File: src/sv/cbc_pkg.sv
// Shared types and constants for the cartridge bank controller.
// No dependencies; imported by every module of the block.
`default_nettype none

package cbc_pkg;

  // Cartridge RAM size in bytes and its address width
  localparam int unsigned RamBytes = 32768;
  localparam int unsigned RamAw    = $clog2(RamBytes);

  // Depth of the queue between front and back
  localparam int unsigned QDepth = 2;
  localparam int unsigned QAw    = $clog2(QDepth);

  // Configuration register indexes
  localparam logic [1:0] CfgRomMask    = 2'd0;
  localparam logic [1:0] CfgRamMask    = 2'd1;
  localparam logic [1:0] CfgRamPresent = 2'd2;

  // Result target codes
  localparam logic [1:0] TgtRom   = 2'd0;
  localparam logic [1:0] TgtRam   = 2'd1;
  localparam logic [1:0] TgtOpen  = 2'd2;
  localparam logic [1:0] TgtWrite = 2'd3;

  // Bus address map boundaries
  localparam logic [15:0] AddrBankLo  = 16'h2000;
  localparam logic [15:0] AddrHighBnk = 16'h4000;
  localparam logic [15:0] AddrMode    = 16'h6000;
  localparam logic [15:0] AddrRomEnd  = 16'h8000;
  localparam logic [15:0] AddrRamLo   = 16'hA000;
  localparam logic [15:0] AddrRamHi   = 16'hBFFF;

  localparam logic [3:0] RamEnableKey = 4'hA;
  localparam logic [7:0] OpenBus      = 8'hFF;

  // Reset values of the configuration registers
  localparam logic [6:0] RomMaskRst = 7'd127;
  localparam logic [1:0] RamMaskRst = 2'd3;

  typedef struct packed {
    logic        command;
    logic [15:0] address;
    logic [7:0]  write_data;
  } in_t;

  typedef struct packed {
    logic [1:0]  target;
    logic [20:0] rom_address;
    logic [7:0]  read_data;
  } out_t;

  // Classified access handed from front to back
  typedef struct packed {
    logic [1:0]       target;
    logic             ram_we;
    logic [20:0]      rom_address;
    logic [RamAw-1:0] ram_index;
    logic [7:0]       wdata;
  } op_t;

endpackage

`default_nettype wire

File: src/sv/cbc_queue.sv
// Short queue of classified accesses between front and back.
// Depends on cbc_pkg.
`default_nettype none

module cbc_queue import cbc_pkg::*; (
  input  wire  clk_i,
  input  wire  rst_ni,
  input  wire  push_i,
  input  op_t  push_op_i,
  output logic full_o,
  input  wire  pop_i,
  output logic valid_o,
  output op_t  head_o
);

  op_t            slot_q [QDepth];
  logic [QAw-1:0] wr_ptr_q, rd_ptr_q;
  logic [QAw:0]   count_q;

  assign full_o  = (count_q == (QAw+1)'(QDepth));
  assign valid_o = (count_q != '0);
  assign head_o  = slot_q[rd_ptr_q];

  // Store the pushed word
  always_ff @(posedge clk_i) begin
    if (push_i) begin
      slot_q[wr_ptr_q] <= push_op_i;
    end
  end

  // Advance pointers and occupancy
  always_ff @(posedge clk_i or negedge rst_ni) begin
    if (!rst_ni) begin
      wr_ptr_q <= '0;
      rd_ptr_q <= '0;
      count_q  <= '0;
    end else begin
      if (push_i) begin
        wr_ptr_q <= (wr_ptr_q == QAw'(QDepth - 1)) ? '0 : wr_ptr_q + 1'b1;
      end
      if (pop_i) begin
        rd_ptr_q <= (rd_ptr_q == QAw'(QDepth - 1)) ? '0 : rd_ptr_q + 1'b1;
      end
      if (push_i && !pop_i) begin
        count_q <= count_q + 1'b1;
      end else if (pop_i && !push_i) begin
        count_q <= count_q - 1'b1;
      end
    end
  end

endmodule

`default_nettype wire

File: config.mk
export PLATFORM = sky130hd
export DESIGN_NAME = cbc_queue
export DESIGN_NICKNAME = d
export VERILOG_FILES = /design/src/sv/cbc_pkg.sv /design/src/sv/cbc_queue.sv
export SDC_FILE = /design/constraint.sdc
export NUM_CORES = 1
export LEC_CHECK = 0
export BUFFER_PORTS_ARGS = -buffer_cell sky130_fd_sc_hd__buf_2
export CAP_MARGIN = 30
export CORE_MARGIN = 1
export CORE_UTILIZATION = 30
export DETAILED_ROUTE_END_ITERATION = 8
export MAX_ROUTING_LAYER = met4
export PLACE_DENSITY = 0.47
export SYNTH_ARGS = -nofsm -noshare
export SYNTH_HDL_FRONTEND = slang
export SYNTH_SLANG_ARGS = --single-unit
File: constraint.sdc
create_clock -name clk_i -period 4.2 [get_ports clk_i]
set_input_delay 0.21 -clock clk_i [delete_from_list [all_inputs] [get_ports clk_i]]
set_output_delay 0.21 -clock clk_i [all_outputs]
set_load 0.005 [all_outputs]
==> key figures <==
Drt
  – Wire per inst: 15.60 microns
  – Pre-antenna DRT Iters: 4
  – Detailed-route via count: 1,853
  – DRT antenna net count: 0
  – DR vias/cell: 4.412
  – Detailed Route Iter0 Violations: 96
  – Routed WL: 6.552 mm
  – DRC Markers: 0

Critical path
  – Worst Path Arrival: 2200 ps
  – Reg2Reg Capture Point: slot_q[1][39]
  – Slowest CP cell: dfrtp_2
  – Endpoint type of the worst setup path: output pin
  – Crit path max fanout: 31
  – R2R Setup Slk: 2470 ps
  – CP Cell Sequence: buf_4, mux2_2, buf_2
  – Crit path max-delay family: flip-flops
  – Critical Path RT: 3990 ps
  – CP Launch Type: flip-flop
  – R2R Path Start: wr_ptr_q
  – Cell depth of the worst flop-to-flop path: 2
  – WP buf/inv: 2
  – CP peak stage delay: 880 ps
  – CP Class: flip-flop to output pin

Floorplanning
  – Full die area: 12,650 sq um
  – Row cnt: 39
  – Core area: 11,660 sq um
  – Initial core utilization: 31.38%
  – Die Y: 112.5 microns
  – Die extent in x: 112.5 microns
  – I/O Pins: 100

Global routing
  – Initial antenna violation count: 0
  – Number of global-route vias before repair: 1,978
  – Largest net degree at the start of global routing: 32
  – First-pass GRT wire length: 10.26 mm
  – GR Overflow Total: 0
  – Global Route Usage Sum: 11.49%

Logic synthesis
  – Yosys top cell area share: 77.13%
  – Area fraction in compound gates after synthesis: 0%
  – Mapped Nets: 214
  – Mapped Cells: 162
  – Largest family of logic cells by synthesized area: multiplexers
  – Synthesized area per cell: 22.59 sq um
  – Synth area leader: edfxtp_1
  – #FFs+latches synth: 98
  – Sequential cell area fraction in the yosys report: 79.86%
  – Post-synthesis adder-cell area fraction: 0.3419%
  – Synth top area cells: edfxtp_1, mux2_2, mux2_4
  – Yosys cell types: 14
  – Synth Area in Simple Gates: 0.7863%
  – Cell area after synthesis: 3660 sq um
  – Mux contribution to synthesized area: 16.51%
  – Xor/xnor share of the synthesized area: 1.197%
  – Yosys Warn Count: 0

Clocking
  – CTS Buf Count: 9
  – Largest buffer count on any clock path: 2
  – CTS root buffer: clkbuf_16
  – Setup Fix Bufs, Post-CTS: 0
  – Clock latency on the worst-skew pair: 330 ps
  – CTS H-Tree Depth: 3
  – Reg clk slew, reported paths: 60 ps
  – CTS tree: yes
  – CTS sink cnt: 98

Place
  – Routability cong.: 0.6318
  – Port bufs: 99
  – Hpwl dp: 4.332 mm

Outcome
  – Outcome: finished clean

Min path
  – Hold Startpoint: push_op_i[7]
  – WHS Path Cells: 1
  – Hold endpoint: slot_q[1][7]
  – Worst hold-check path type: input port to flip-flop

Timing
  – Tcrit/Tclk final: 57.44%
  – Fin. max-slew vios: 0
  – Hold Violations, Final: 0
  – Max-Slew Margin vs Limit: 48.11%
  – F_max: 414.5 MHz
  – Setup Skew: 3.417 ps
  – TNS Setup: 0 ps
  – Minimum clock period: 2412 ps
  – Slew @ Worst Pin: 778.3 ps
  – Count of final setup violators: 0
  – Unrepaired setup endpoints after global routing: false

Finish
  – Layout cell share with drive strength beyond 1: 59.21%
  – Area delta synth->final: 26.05%
  – Fillers: 1,079
  – Ant. Diodes: 0
  – Nets: 324

Power and ir drop
  – Leakage Power: 1.793 nW
  – Power Density: 628.7 nW/um^2
  – Final total power: 2.901 mW
  – Max VDD drop: 0.2862 mV

Flow run
  – MaxCap Viol Count: 0
-- synth_stat cells --
cell type and instances:
nor2_1 1, xnor2_1 1, buf_6 3, dfrtp_1 4, xor2_1 4, mux2_4 20, nor2b_1 2, buf_2 2
ha_1 1, inv_1 1, edfxtp_1 94, mux2_2 27, and2_1 1, or2_2 1
-- state kept, by name, indices dropped and copies added (netlist names) --
| name | count |
|---|---|
| slot_q | 94 |
| wr_ptr_q | 1 |
| rd_ptr_q | 1 |
| count_q | 2 |
-- power by group --
part           leakage (nW)  switching (mW)  internal, mW
sequential            0.928           0.114          1.30
combinational         0.742           0.333         0.448
clock                 0.124           0.316         0.390
total                  1.79           0.763          2.14
-- area by class of cell --
cell class,count,area [sq um],area share (%)
flip-flops and latches,98,2924,63.38
multi-input cells,58,698.2,15.13
repair buffers,104,555.5,12.04
clock buffers,10,229.0,4.963
well taps,143,178.9,3.879
clock inverters,6,23.77,0.5153
inverters,1,3.754,0.08137
-- stage by stage --
stage                     utilization, %  instance area [sq um]  hold slack [ps]  instances  setup slack, ps
after floorplan                        -                   3660           -85.59        162             1242
after global placement             37.07                   4323            24.97        402             2043
after detailed placement           37.30                   4350            25.86        403             2059
after CTS                          39.56                   4613            38.60        420             1682
after global routing               39.56                   4613            39.41        420             1610
final                              39.56                   4613            62.76        420             1788
-- how the worst max path moves through the flow --
stage | cells after the start | slack [ps] | endpoint | startpoint
finish | 3 | 1790 | head_o[23] | rd_ptr_q
global placement | 3 | 2040 | head_o[23] | rd_ptr_q
global route | 3 | 1610 | head_o[23] | rd_ptr_q
detailed placement | 3 | 2060 | head_o[23] | rd_ptr_q
CTS | 3 | 1680 | head_o[23] | rd_ptr_q
floorplan | 1 | 1240 | slot_q[0][0] | wr_ptr_q
-- layer usage --
| metal | wire length [microns] | GRT usage (%) | part of all wire (%) |
|---|---|---|---|
| met1 | 3126 | 13.98 | 48 |
| met4 | 98 | 6.133 | 1.5 |
| met5 | 0 | - | 0 |
| met3 | 386 | 4.158 | 5.9 |
| met2 | 2940 | 16.69 | 45 |
-- layout by cell type, fill, tap and decap left out --
cell type	n
and2_2	1
buf_16	1
buf_2	99
buf_4	3
clkbuf_1	1
clkbuf_16	9
clkinv_1	5
clkinv_2	1
dfrtp_1	3
dfrtp_2	1
dlygate4sd3_1	1
edfxtp_1	94
ha_1	1
inv_1	1
mux2_2	27
mux2_4	20
nor2_1	1
nor2b_1	1
nor2b_4	1
or2_2	1
xnor2_1	1
xor2_1	4
-- what timing repair did --
action | 4_1_cts | 5_1_grt
resized for setup | 0 | 0
hold buffers | 1 | 0
hold endpoints to repair | 4 | 0
-- logic make-up (layout without fill, tap and decap cells) --
family | after synthesis | count (layout)
flip-flops | 98 | 98
multiplexers | 47 | 47
XOR/XNOR | 5 | 5
adder cells (fa/ha/maj) | 1 | 1
AND/OR/NAND/NOR | 5 | 5
buffers and inverters | 6 | 121
Note: power is estimated with default switching activity, not from simulation.
