==> src/sv/cbc_pkg.sv <==
// Shared types and constants for the cartridge bank controller.
// No dependencies; imported by every module of the block.
`default_nettype none

package cbc_pkg;

  // Cartridge RAM size in bytes and its address width
  localparam int unsigned RamBytes = 32768;
  localparam int unsigned RamAw    = $clog2(RamBytes);

  // Depth of the queue between front and back
  localparam int unsigned QDepth = 2;
  localparam int unsigned QAw    = $clog2(QDepth);

  // Configuration register indexes
  localparam logic [1:0] CfgRomMask    = 2'd0;
  localparam logic [1:0] CfgRamMask    = 2'd1;
  localparam logic [1:0] CfgRamPresent = 2'd2;

  // Result target codes
  localparam logic [1:0] TgtRom   = 2'd0;
  localparam logic [1:0] TgtRam   = 2'd1;
  localparam logic [1:0] TgtOpen  = 2'd2;
  localparam logic [1:0] TgtWrite = 2'd3;

  // Bus address map boundaries
  localparam logic [15:0] AddrBankLo  = 16'h2000;
  localparam logic [15:0] AddrHighBnk = 16'h4000;
  localparam logic [15:0] AddrMode    = 16'h6000;
  localparam logic [15:0] AddrRomEnd  = 16'h8000;
  localparam logic [15:0] AddrRamLo   = 16'hA000;
  localparam logic [15:0] AddrRamHi   = 16'hBFFF;

  localparam logic [3:0] RamEnableKey = 4'hA;
  localparam logic [7:0] OpenBus      = 8'hFF;

  // Reset values of the configuration registers
  localparam logic [6:0] RomMaskRst = 7'd127;
  localparam logic [1:0] RamMaskRst = 2'd3;

  typedef struct packed {
    logic        command;
    logic [15:0] address;
    logic [7:0]  write_data;
  } in_t;

  typedef struct packed {
    logic [1:0]  target;
    logic [20:0] rom_address;
    logic [7:0]  read_data;
  } out_t;

  // Classified access handed from front to back
  typedef struct packed {
    logic [1:0]       target;
    logic             ram_we;
    logic [20:0]      rom_address;
    logic [RamAw-1:0] ram_index;
    logic [7:0]       wdata;
  } op_t;

endpackage

`default_nettype wire

==> src/sv/cbc_front.sv <==
// Front end: accepts bus words, holds the bank and config registers, classifies accesses.
// Depends on cbc_pkg.
`default_nettype none

module cbc_front import cbc_pkg::*; (
  input  wire        clk_i,
  input  wire        rst_ni,
  input  wire        in_valid_i,
  output logic       in_ready_o,
  input  in_t        in_i,
  input  wire        cfg_we_i,
  input  wire  [1:0] cfg_index_i,
  input  wire  [6:0] cfg_data_i,
  input  wire        q_full_i,
  output logic       q_push_o,
  output op_t        q_op_o
);

  logic [6:0] rom_mask_q, rom_mask_d;
  logic [1:0] ram_mask_q, ram_mask_d;
  logic       ram_present_q, ram_present_d;
  logic       ram_en_q, ram_en_d;
  logic [4:0] low_bank_q, low_bank_d;
  logic [1:0] high_bank_q, high_bank_d;
  logic       mode_q, mode_d;

  logic        accept;
  logic [15:0] addr;
  logic        in_ram_win;
  logic        ram_usable;
  logic [6:0]  rom_bank;
  logic [1:0]  ram_bank;
  logic [14:0] ram_lin;

  assign in_ready_o = !q_full_i;
  assign accept     = in_valid_i && in_ready_o;
  assign q_push_o   = accept;
  assign addr       = in_i.address;
  assign in_ram_win = (addr >= AddrRamLo) && (addr <= AddrRamHi);
  assign ram_usable = ram_en_q && ram_present_q;

  // Map the access onto ROM and RAM banks
  always_comb begin
    if (addr < AddrHighBnk) begin
      rom_bank = mode_q ? {high_bank_q, 5'd0} : 7'd0;
    end else begin
      rom_bank = {high_bank_q, low_bank_q};
    end
    rom_bank = rom_bank & rom_mask_q;
    ram_bank = mode_q ? (high_bank_q & ram_mask_q) : 2'd0;
    ram_lin  = {ram_bank, addr[12:0]};

    q_op_o.rom_address = 21'd0;
    q_op_o.ram_index   = ram_lin[RamAw-1:0];
    q_op_o.wdata       = in_i.write_data;
    q_op_o.ram_we      = 1'b0;
    if (in_i.command) begin
      q_op_o.target = TgtWrite;
      q_op_o.ram_we = in_ram_win && ram_usable;
    end else if (addr < AddrRomEnd) begin
      q_op_o.target      = TgtRom;
      q_op_o.rom_address = {rom_bank, addr[13:0]};
    end else if (in_ram_win && ram_usable) begin
      q_op_o.target = TgtRam;
    end else begin
      q_op_o.target = TgtOpen;
    end
  end

  // Update bank registers on control writes, config registers on the config port
  always_comb begin
    rom_mask_d    = rom_mask_q;
    ram_mask_d    = ram_mask_q;
    ram_present_d = ram_present_q;
    ram_en_d      = ram_en_q;
    low_bank_d    = low_bank_q;
    high_bank_d   = high_bank_q;
    mode_d        = mode_q;
    if (accept && in_i.command) begin
      if (addr < AddrBankLo) begin
        ram_en_d = (in_i.write_data[3:0] == RamEnableKey);
      end else if (addr < AddrHighBnk) begin
        low_bank_d = (in_i.write_data[4:0] == 5'd0) ? 5'd1 : in_i.write_data[4:0];
      end else if (addr < AddrMode) begin
        high_bank_d = in_i.write_data[1:0];
      end else if (addr < AddrRomEnd) begin
        mode_d = in_i.write_data[0];
      end
    end
    if (cfg_we_i) begin
      unique case (cfg_index_i)
        CfgRomMask:    rom_mask_d    = cfg_data_i;
        CfgRamMask:    ram_mask_d    = cfg_data_i[1:0];
        CfgRamPresent: ram_present_d = cfg_data_i[0];
        default:       ;
      endcase
    end
  end

  always_ff @(posedge clk_i or negedge rst_ni) begin
    if (!rst_ni) begin
      rom_mask_q    <= RomMaskRst;
      ram_mask_q    <= RamMaskRst;
      ram_present_q <= 1'b1;
      ram_en_q      <= 1'b0;
      low_bank_q    <= 5'd1;
      high_bank_q   <= 2'd0;
      mode_q        <= 1'b0;
    end else begin
      rom_mask_q    <= rom_mask_d;
      ram_mask_q    <= ram_mask_d;
      ram_present_q <= ram_present_d;
      ram_en_q      <= ram_en_d;
      low_bank_q    <= low_bank_d;
      high_bank_q   <= high_bank_d;
      mode_q        <= mode_d;
    end
  end

endmodule

`default_nettype wire

==> config.mk <==
export PLATFORM = sky130hd
export DESIGN_NAME = cbc_front
export DESIGN_NICKNAME = d
export VERILOG_FILES = /design/src/sv/cbc_pkg.sv /design/src/sv/cbc_front.sv
export SDC_FILE = /design/constraint.sdc
export NUM_CORES = 1
export LEC_CHECK = 0
export BUFFER_PORTS_ARGS = -buffer_cell sky130_fd_sc_hd__buf_4
export CAP_MARGIN = 20
export CORE_ASPECT_RATIO = 0.8
export CORE_MARGIN = 2
export CORE_UTILIZATION = 35
export DETAILED_ROUTE_END_ITERATION = 8
export GPL_TIMING_DRIVEN = 0
export PLACE_DENSITY = 0.67
export SETUP_SLACK_MARGIN = 0.05
export SLEW_MARGIN = 20
export SYNTH_ARGS = -nofsm -noshare
export SYNTH_HDL_FRONTEND = slang
export SYNTH_SLANG_ARGS = --single-unit
==> constraint.sdc <==
create_clock -name clk_i -period 1.15 [get_ports clk_i]
set_input_delay 0.0575 -clock clk_i [delete_from_list [all_inputs] [get_ports clk_i]]
set_output_delay 0.0575 -clock clk_i [all_outputs]
set_load 0.02 [all_outputs]
==> key figures, run 1 <==
Run status
  • Status: finished, violations left
  • Failing checks: setup timing

Yosys
  • Register area share after synthesis: 40.48%
  • Mapped Area: 0.001209 mm2
  • Main combinational cell family by area after synthesis: simple AND/OR/NAND/NOR gates
  • Simple-gate share of the synthesized area: approximately a quarter
  • Area contributors post-synth: dfstp_2, dfrtp_1, mux2_2
  • Ys Warns: 0
  • Post-Synthesis Mean Instance Area: ~11 um2
  • Synth Area in Compound Gates: roughly 2.9%
  • Library cells used by synthesis: 27
  • Synth Instances: 107
  • #FFs+latches synth: 19
  • Mapped Nets: 146
  • Post-synthesis mux area share: 17.70%
  • Adder-cell area share of the yosys netlist: 0%
  • Synth top area share: 23.91%
  • XOR/XNOR Fraction of Synth Area: 0%
  • Area leader, netlist: dfstp_2

Clocking
  • Maximum root-to-sink buffer count: 2
  • H-tree depth: 1
  • Total CTS buffers: 3
  • Clk sinks: 19
  • Reg clk slew, reported paths: 80 ps
  • CTS tree: yes
  • CTS root buf: clkbuf_8
  • Worst skew pair latency: between 200 and 300 ps

Setup path
  • FF-to-FF path depth: 3
  • Critical path launch point type: flop
  • R2R Path Start: mode_q
  • Req. time, crit path: ~1100 ps
  • Most frequent CP cell: and3_4
  • Worst EP arrival: around 1300 ps
  • CP endpoint kind: output port
  • CP max-delay cell: dfstp_2
  • Crit path cell chain: and3_4, and3_4, buf_6
  • Max FO, Critical Path: 3
  • Crit path from: ram_present_q
  • Crit path kind: reg -> out
  • Slowest cell delay on critical path: approximately 550 ps

STA
  • Fin. Hold Viols: 0
  • Ratio of final minimum period to clock period: 115.2%
  • RSZ-0062 raised after global routing: yes
  • Hold WS: between 20 and 30 ps
  • FMAX: approximately 750 MHz
  • Setup TNS: -563.5 ps
  • Slew Limit Fails: 0
  • Slew HR: about 59%
  • Minimum clock period: 1325 ps
  • Final Worst Setup Slack: -174.6 ps
  • Least-Margin Pin Slew: approximately 600 ps
  • Final Setup Violations: 5
  • Skew final: 0 ps

Placed design
  • DP Area: ~0.0019 mm2
  • IO buf count: 84
  • Placed Cells: roughly 230
  • Placer Congestion: roughly 0.75
  • Placement Setup Slack: -77.12 ps
  • Dpl hpwl: 2.678 mm

Pwr
  • Maximum vdd ir drop: between 0.9 and 1 mV
  • Pwr Total: ~2.1 mW
  • Leakage: approximately 1.1 nW
  • Power per cell area: between 1000 and 1500 mW/mm2

Job
  • Max-cap violations: 0

Cells and area
  • Final net count: about 240
  • Area grow syn2layout: 71.33%
  • Finished Layout Cells: around 240
  • Design area: around 0.0021 mm2
  • Most common cell after layout, fill and taps aside: buf_4
  • # fillers: 288
  • Final Util: about 61%
  • Most frequent cells in the layout: buf_4, and2_1, mux2_2, buf_6, dfstp_2
  • Share of post-route cells with drive strength above 1: approximately 80%
  • Diode count: 0

Drt
  • Met3 wire length: ~220 um
  • Met2 WL: around 1.7 mm
  • Initial drt markers: 15
  • Metal-1 WL: around 1.3 mm
  • Remaining DRCs: 0
  • First drt pass iteration count: 2
  • Antenna viol nets, final: 0
  • Via/cell ratio: roughly 4.5
  • DR vias: between 1000 and 1500
  • Routed WL: about 3.2 mm
  • Routed len/inst: ~13 um
  • Max layer used: met3

Floorplan
  • # IOs: 88
  • Die area: around 0.0039 mm2
  • FP Rows: 19
  • Die Y: around 57 um
  • Core area: 0.003376 mm2
  • Initial Utilization: 35.80%
  • Die width: roughly 70 um

Global routing
  • Global-route wire length before repair: 5.388 mm
  • Initial antenna violation count: 0
  • GRT Residual Overflow: 0
  • Largest net degree at the start of global routing: 20
  • Tot GR Track Use: between 10% and 20%
  • Vias in the first global route: around 1100

Hold path
  • Worst hold stages: 2
  • Min-Delay Path Class: in -> reg
  • Hold path start: cfg_data_i[4]
## sequential cells by signal, indices dropped and copies added, names as in the netlist
signal / count
low_bank_q: 5
ram_present_q: 1
rom_mask_q: 7
ram_mask_q: 2
high_bank_q: 2
ram_en_q: 1
mode_q: 1
## cell families (layout without fill, tap and decap cells)
logic type      after synthesis  in the layout
flops                        19             19
simple gates                 41             41
mux                          18             18
compound gates                5              5
buf+inv                      24            116
## synthesized netlist by cell type
library cell,number
o21bai_1,1
clkbuf_1,1
mux2_4,3
and3_2,1
and2_1,15
nor4_1,1
nand3b_4,1
nor2b_4,1
dfstp_2,11
nor3b_2,1
a31oi_1,1
nand2_4,1
nand3b_1,2
inv_1,2
and2b_1,1
buf_4,21
a21o_2,1
a21oi_1,1
nor4bb_1,1
mux2_2,15
nand3_2,1
o21a_1,1
nand2_1,1
and3_1,10
dfrtp_1,8
nor2_1,3
and4bb_4,1
## path summary, 6_finish.rpt
path / endpoint / slack, ps
setup / recovery: q_op_o[44] / -170
hold / removal: rom_mask_q[4] / 30
setup reg to reg: mode_q / 160
hold reg to reg: ram_en_q / 510
max in group asynchronous: rom_mask_q[6] / 670
min in group asynchronous: low_bank_q[4] / 210
## routing by layer
layer / up-vias / global-route usage [%]
li1: 534 / -
met5: - / 0
met1: 517 / 20.41
met4: 0 / 2.473
met2: 44 / 30.77
met3: 0 / 5.027
## final cells by class
class	instances	area [um2]	area share (%)
tap	42	52.55	2.538
inverter	2	7.507	0.3625
timing repair buffer	88	708.2	34.20
multi-input combinational	64	601.8	29.06
buffer	22	162.7	7.855
clock buffer	3	41.29	1.994
sequential	19	489.2	23.63
clock inverter	1	7.507	0.3625
## where the power goes
group | switching, mW | total, mW | internal [mW]
clock | 0.230 | 0.474 | 0.244
combinational | 0.275 | 0.678 | 0.403
sequential | 0.0745 | 0.922 | 0.847
total | 0.580 | 2.07 | 1.49
## repair_timing
item                                    in CTS  in global routing
buffers inserted                             2                  1
endpoints found under the setup margin      22                 13
resized for setup                           21                  3
hold buffers                                 1                  0
pin swaps                                    8                  4
endpoints found under the hold margin       19                  0
## critical path, delay by kind of cell, from the launching register on
family	cells	cell delay, ps
buf+inv	1	110
simple gates	2	350
flops	1	550
Power figures use the tool's default switching activity.
==> run 2, diff against run 1 <==
CORE_UTILIZATION = 40   (was 35)
PLACE_DENSITY = 0.75   (was 0.67)
==> run 2 against run 1 <==
  * The flow still finishes with violations (setup timing)
  * Maximum frequency increased by 1.2%
  * Non-clock buffer count decreased by 1
  * Register-to-register slack hardly changed
  * Die area fell by 12%
  * Cell area fell by 1.4%
  * Critical endpoint unchanged
  * Highest routed layer is now met4
==> key figures, run 2 (synthesis results as in run 1) <==
Run status
  • Status: finished, violations left
  • Failing checks: setup timing

Job
  • Max-cap violations: 0

Setup path
  • Most frequent CP cell: and3_4
  • Crit path kind: reg -> out
  • Worst r2r dst: mode_q
  • Max FO, Critical Path: 3
  • CP Capture Point: q_op_o[44]
  • FF-to-FF path depth: 3
  • CP max-delay cell: dfstp_2
  • R2R Path Start: mode_q
  • R2r setup slk: ~160 ps
  • Req. time, crit path: roughly 1100 ps
  • Crit path cell chain: and3_4, and3_4, buf_6
  • Critical path launch point type: flop
  • Slowest cell delay on critical path: approximately 540 ps
  • CP endpoint kind: output port
  • Crit path from: ram_present_q
  • Worst EP arrival: 1250 ps

Global routing
  • GRT Residual Overflow: 0
  • Global-route wire length before repair: between 4 and 5 mm
  • Largest net degree at the start of global routing: 20
  • Tot GR Track Use: between 10% and 20%
  • Initial antenna violation count: 0
  • Vias in the first global route: ~1100

STA
  • FMAX: 764.3 MHz
  • Minimum clock period: roughly 1300 ps
  • Ratio of final minimum period to clock period: 113.8%
  • Final Setup Violations: 5
  • Skew final: 0 ps
  • Fin. Hold Viols: 0
  • Slew Limit Fails: 0
  • Final Worst Setup Slack: -158.3 ps
  • Slew HR: ~60%
  • Hold WS: approximately 37 ps
  • RSZ-0062 raised after global routing: yes
  • Least-Margin Pin Slew: 569.9 ps

Pwr
  • Power per cell area: 994.0 mW/mm2
  • Maximum vdd ir drop: a little over 0.7 mV
  • Leakage: about 1.1 nW

Floorplan
  • Die area: approximately 0.0035 mm2
  • Die width: between 60 and 70 um
  • FP Rows: 17
  • Die Y: 53.17 um
  • Core area: between 0.002 and 0.003 mm2
  • # IOs: 88
  • Initial Utilization: a little over two fifths

Cells and area
  • Final net count: about 240
  • Most frequent cells in the layout: buf_4, and2_1, mux2_2, dfstp_2, buf_6
  • Reg with most FFs: rom_mask_q
  • Finished Layout Cells: about 240
  • Max FFs per register: 7
  • Area grow syn2layout: 68.94%
  • Most common cell after layout, fill and taps aside: buf_4
  • Largest registers: rom_mask_q: 7 flops, low_bank_q: 5 flops
  • Share of post-route cells with drive strength above 1: between 70% and 80%
  • Diode count: 0

Clocking
  • Total CTS buffers: 3
  • Worst skew pair latency: between 200 and 300 ps
  • Clk sinks: 19
  • Maximum root-to-sink buffer count: 2
  • Reg clk slew, reported paths: ~60 ps
  • CTS root buf: clkbuf_8
  • CTS tree: yes
  • H-tree depth: 1

Drt
  • Initial drt markers: 13
  • DR vias: approximately 1100
  • First drt pass iteration count: 4
  • Routed len/inst: 13.33 um
  • Remaining DRCs: 0
  • Antenna viol nets, final: 0
  • Via/cell ratio: 4.614
  • Routed WL: around 3.1 mm

Placed design
  • Placement Setup Slack: -102.9 ps
  • Placed Cells: 229
  • IO buf count: 84
  • Placer Congestion: 0.7363
  • Dpl hpwl: between 2 and 3 mm

Hold path
  • Worst hold stages: 2
  • Min-Delay Path Class: in -> reg
[run 2: cell count changes in the layout (fill, tap and decap cells not counted)]
cell        delta
buf_6          -2
and3_1         +1
and3_4         -1
buf_4          +1
clkbuf_1       +1
clkinvlp_4     -1
[run 2: worst min-delay path by stage]
stage / startpoint / to / slack [ps]
6_report: cfg_data_i[2] / rom_mask_q[2] / 40
3_3_place_gp: rst_ni / high_bank_q[1] / -60
3_5_place_dp: rst_ni / high_bank_q[1] / -60
4_1_cts: cfg_data_i[2] / rom_mask_q[2] / 30
2_1_floorplan: rst_ni / high_bank_q[0] / -240
5_1_grt: cfg_data_i[2] / rom_mask_q[2] / 20
[run 2: what timing repair did]
action	4_1_cts	5_1_grt
pin swaps	6	1
gates resized for setup	11	11
endpoints found under the hold margin	19	0
hold buffers	1	0
endpoints found under the setup margin	22	22
gates cloned	0	0
setup buffers	2	0
[run 2: where the power goes]
| group | total [mW] | leakage (nW) | internal (mW) | switching [mW] |
|---|---|---|---|---|
| logic | 0.665 | 0.820 | 0.391 | 0.274 |
| clock network | 0.447 | 0.0228 | 0.246 | 0.201 |
| registers | 0.917 | 0.219 | 0.848 | 0.0692 |
| total | 2.03 | 1.06 | 1.49 | 0.545 |
[run 2: layer usage]
layer,global-route usage (%),share of wire [%],routed length [um]
met2,35.03,53,1658
met1,22.34,41,1282
met3,4.894,6.2,196
met5,0,0,0
met4,4.167,0.25,8
[run 2: metrics by stage]
stage | setup TNS (ps) | area [um2] | total power, mW | utilization [%]
detailed placement | -944.9 | 1887 | 1.539 | 67.20
CTS | -1377 | 2002 | 2.036 | 71.30
floorplan | 0 | 1209 | 1.242 | -
finish | -420.8 | 2042 | 2.030 | 72.73
global placement | -278.9 | 1887 | 1.518 | 67.20
global route | -740.5 | 2042 | 2.140 | 72.73
[run 2: layout make-up]
| type | count | area, um2 |
|---|---|---|
| Buffer | 22 | 162.7 |
| Fill cell | 213 | 765.7 |
| Tap cell | 38 | 47.55 |
| Timing Repair Buffer | 87 | 693.2 |
| Multi-Input combinational cell | 64 | 596.8 |
| Clock buffer | 4 | 45.04 |
| Sequential cell | 19 | 489.2 |
| Inverter | 2 | 7.507 |
[run 2: worst max-delay path, delay by kind of cell, from the launching register on]
| kind | cells | cell delay [ps] |
|---|---|---|
| flops | 1 | 540 |
| simple gates | 2 | 350 |
| buf+inv | 1 | 110 |
==> run 3, diff against run 2 <==
TNS_END_PERCENT = 30   (was default)
==> run 3 against run 2 <==
  * The flow still finishes with violations (setup timing)
  * Sequential power barely moved
  * Cell count fell by 0.42%
  * First-iteration DRC count shrank 46%
  * Global-route usage increased by 0.14 points
  * Cell area down 0.98%
  * Clock power about the same
  * Routed wire length is 0.32% higher
  * Critical path depth is the same
  * Total power decreased by 0.85%
  * Via count barely moved
  * Utilization fell by 0.71 points
  * Critical endpoint unchanged
==> key figures, run 3 (synthesis results as in run 1) <==
Run status
  • Status: finished, violations left
  • Failing checks: setup timing

Setup path
  • R2R Path Start: mode_q
  • CP max-delay cell: dfstp_2
  • Max FO, Critical Path: 3
  • R2r setup slk: about 260 ps
  • Crit path cell chain: and3_4, and3_4, buf_6
  • CP endpoint kind: output port
  • Req. time, crit path: 1090 ps
  • Crit path kind: reg -> out
  • FF-to-FF path depth: 2
  • Worst EP arrival: between 1000 and 1500 ps
  • Worst r2r dst: mode_q
  • Most frequent CP cell: and3_4
  • Slowest cell delay on critical path: 540 ps
  • Critical path launch point type: flop

Floorplan
  • Die width: between 60 and 70 um
  • Initial Utilization: a little over two fifths
  • FP Rows: 17
  • # IOs: ~90
  • Die Y: roughly 53 um
  • Die area: roughly 0.0035 mm2
  • Core area: about 0.0028 mm2

Hold path
  • Hold endpoint: rom_mask_q[2]
  • Worst hold stages: 2
  • Min-Delay Path Class: in -> reg
  • Hold path start: cfg_data_i[2]

Placed design
  • Dpl hpwl: around 2.6 mm
  • DP Area: ~0.0019 mm2
  • IO buf count: 84
  • Placer Congestion: approximately 0.74

Drt
  • Remaining DRCs: 0
  • Via/cell ratio: roughly 4.6
  • Routed len/inst: around 13 um
  • Initial drt markers: 7
  • Antenna viol nets, final: 0
  • DR vias: around 1100
  • First drt pass iteration count: 4
  • Routed WL: roughly 3.2 mm

Cells and area
  • Share of post-route cells with drive strength above 1: 78.68%
  • Most common cell after layout, fill and taps aside: buf_4
  • # fillers: between 200 and 250
  • Most frequent cells in the layout: buf_4, and2_1, mux2_2, dfstp_2
  • Final net count: 237
  • Max FFs per register: 7
  • Design area: slightly above 0.002 mm2
  • Area grow syn2layout: 67.29%
  • Diode count: 0
  • Largest registers: rom_mask_q: 7 flops, low_bank_q: 5 flops
  • Reg with most FFs: rom_mask_q
  • Final Util: a little over 70%

Global routing
  • Global-route wire length before repair: between 4 and 5 mm
  • Initial antenna violation count: 0
  • Vias in the first global route: between 1000 and 1500
  • Largest net degree at the start of global routing: 20
  • Tot GR Track Use: a little under a fifth
  • GRT Residual Overflow: 0

Clocking
  • Worst skew pair latency: approximately 250 ps
  • CTS root buf: clkbuf_8
  • Clk sinks: 19
  • Total CTS buffers: 3
  • H-tree depth: 1
  • Reg clk slew, reported paths: approximately 60 ps
  • Maximum root-to-sink buffer count: 2
  • CTS tree: yes

STA
  • Least-Margin Pin Slew: ~550 ps
  • Slew HR: between 60 and 70%
  • Fin. Hold Viols: 0
  • Hold WS: 37.07 ps
  • RSZ-0062 raised after global routing: yes
  • FMAX: around 760 MHz
  • Skew final: 0 ps
  • Minimum clock period: approximately 1300 ps
  • Ratio of final minimum period to clock period: 113.7%
  • Final Setup Violations: 5
  • Slew Limit Fails: 0
  • Final Worst Setup Slack: -157.6 ps

Pwr
  • Maximum vdd ir drop: slightly above 0.7 mV
  • Leakage: about 1.1 nW
  • Pwr Total: between 2 and 2.5 mW
  • Power per cell area: approximately 1000 mW/mm2

Job
  • Max-cap violations: 0
[run 3: final cells by class]
type / instances / area (um2) / share of cell area [%]
Inverter: 2 / 7.507 / 0.3713
Buffer: 22 / 162.7 / 8.045
Clock buffer: 4 / 45.04 / 2.228
Sequential cell: 19 / 489.2 / 24.20
Multi-Input combinational cell: 64 / 591.8 / 29.27
Timing Repair Buffer: 86 / 678.2 / 33.54
Tap cell: 38 / 47.55 / 2.351
[run 3: per-stage QoR]
step / TNS (ps) / std cells / worst slack [ps]
detailed placement: -944.9 / 229 / -102.9
finish: -397.0 / 235 / -157.6
CTS: -1346 / 235 / -165.4
floorplan: 0 / 107 / 190.9
global placement: -278.9 / 229 / -52.04
global route: -694.4 / 235 / -189.1
[run 3: layer usage]
metal,track usage (%),vias to the layer above,share of wire [%]
met3,4.894,2,6.2
met2,35.88,38,53
li1,-,528,-
met4,4.167,0,0.25
met5,0,-,0
met1,22.07,520,40
[run 3: what timing repair did]
| action | in CTS | in global routing |
|---|---|---|
| resized for setup | 10 | 9 |
| endpoints found under the hold margin | 19 | 0 |
| endpoints found under the setup margin | 22 | 22 |
| hold buffers | 1 | 0 |
| pin swaps | 6 | 1 |
| buffers inserted | 1 | 0 |
[run 3: worst max path at each step]
stage / slack, ps / from / to / cells after the start
2_1_floorplan: 190 / ram_present_q / q_op_o[44] / 2
3_3_place_gp: -50 / in_i[23] / q_op_o[27] / 5
3_5_place_dp: -100 / in_i[23] / q_op_o[27] / 5
4_1_cts: -170 / ram_present_q / q_op_o[44] / 3
5_1_grt: -190 / ram_present_q / q_op_o[44] / 3
6_report: -160 / ram_present_q / q_op_o[44] / 3
[run 3: report_power, final]
group	total (mW)	internal, mW	switching, mW
combinational	0.650	0.378	0.271
sequential	0.917	0.848	0.0688
clock	0.446	0.246	0.200
total	2.01	1.47	0.541
[run 3: critical path, delay by kind of cell, from the launching register on]
kind | cells | cell delay, ps
flip-flops | 1 | 540
AND/OR/NAND/NOR | 2 | 350
buffers and inverters | 1 | 110
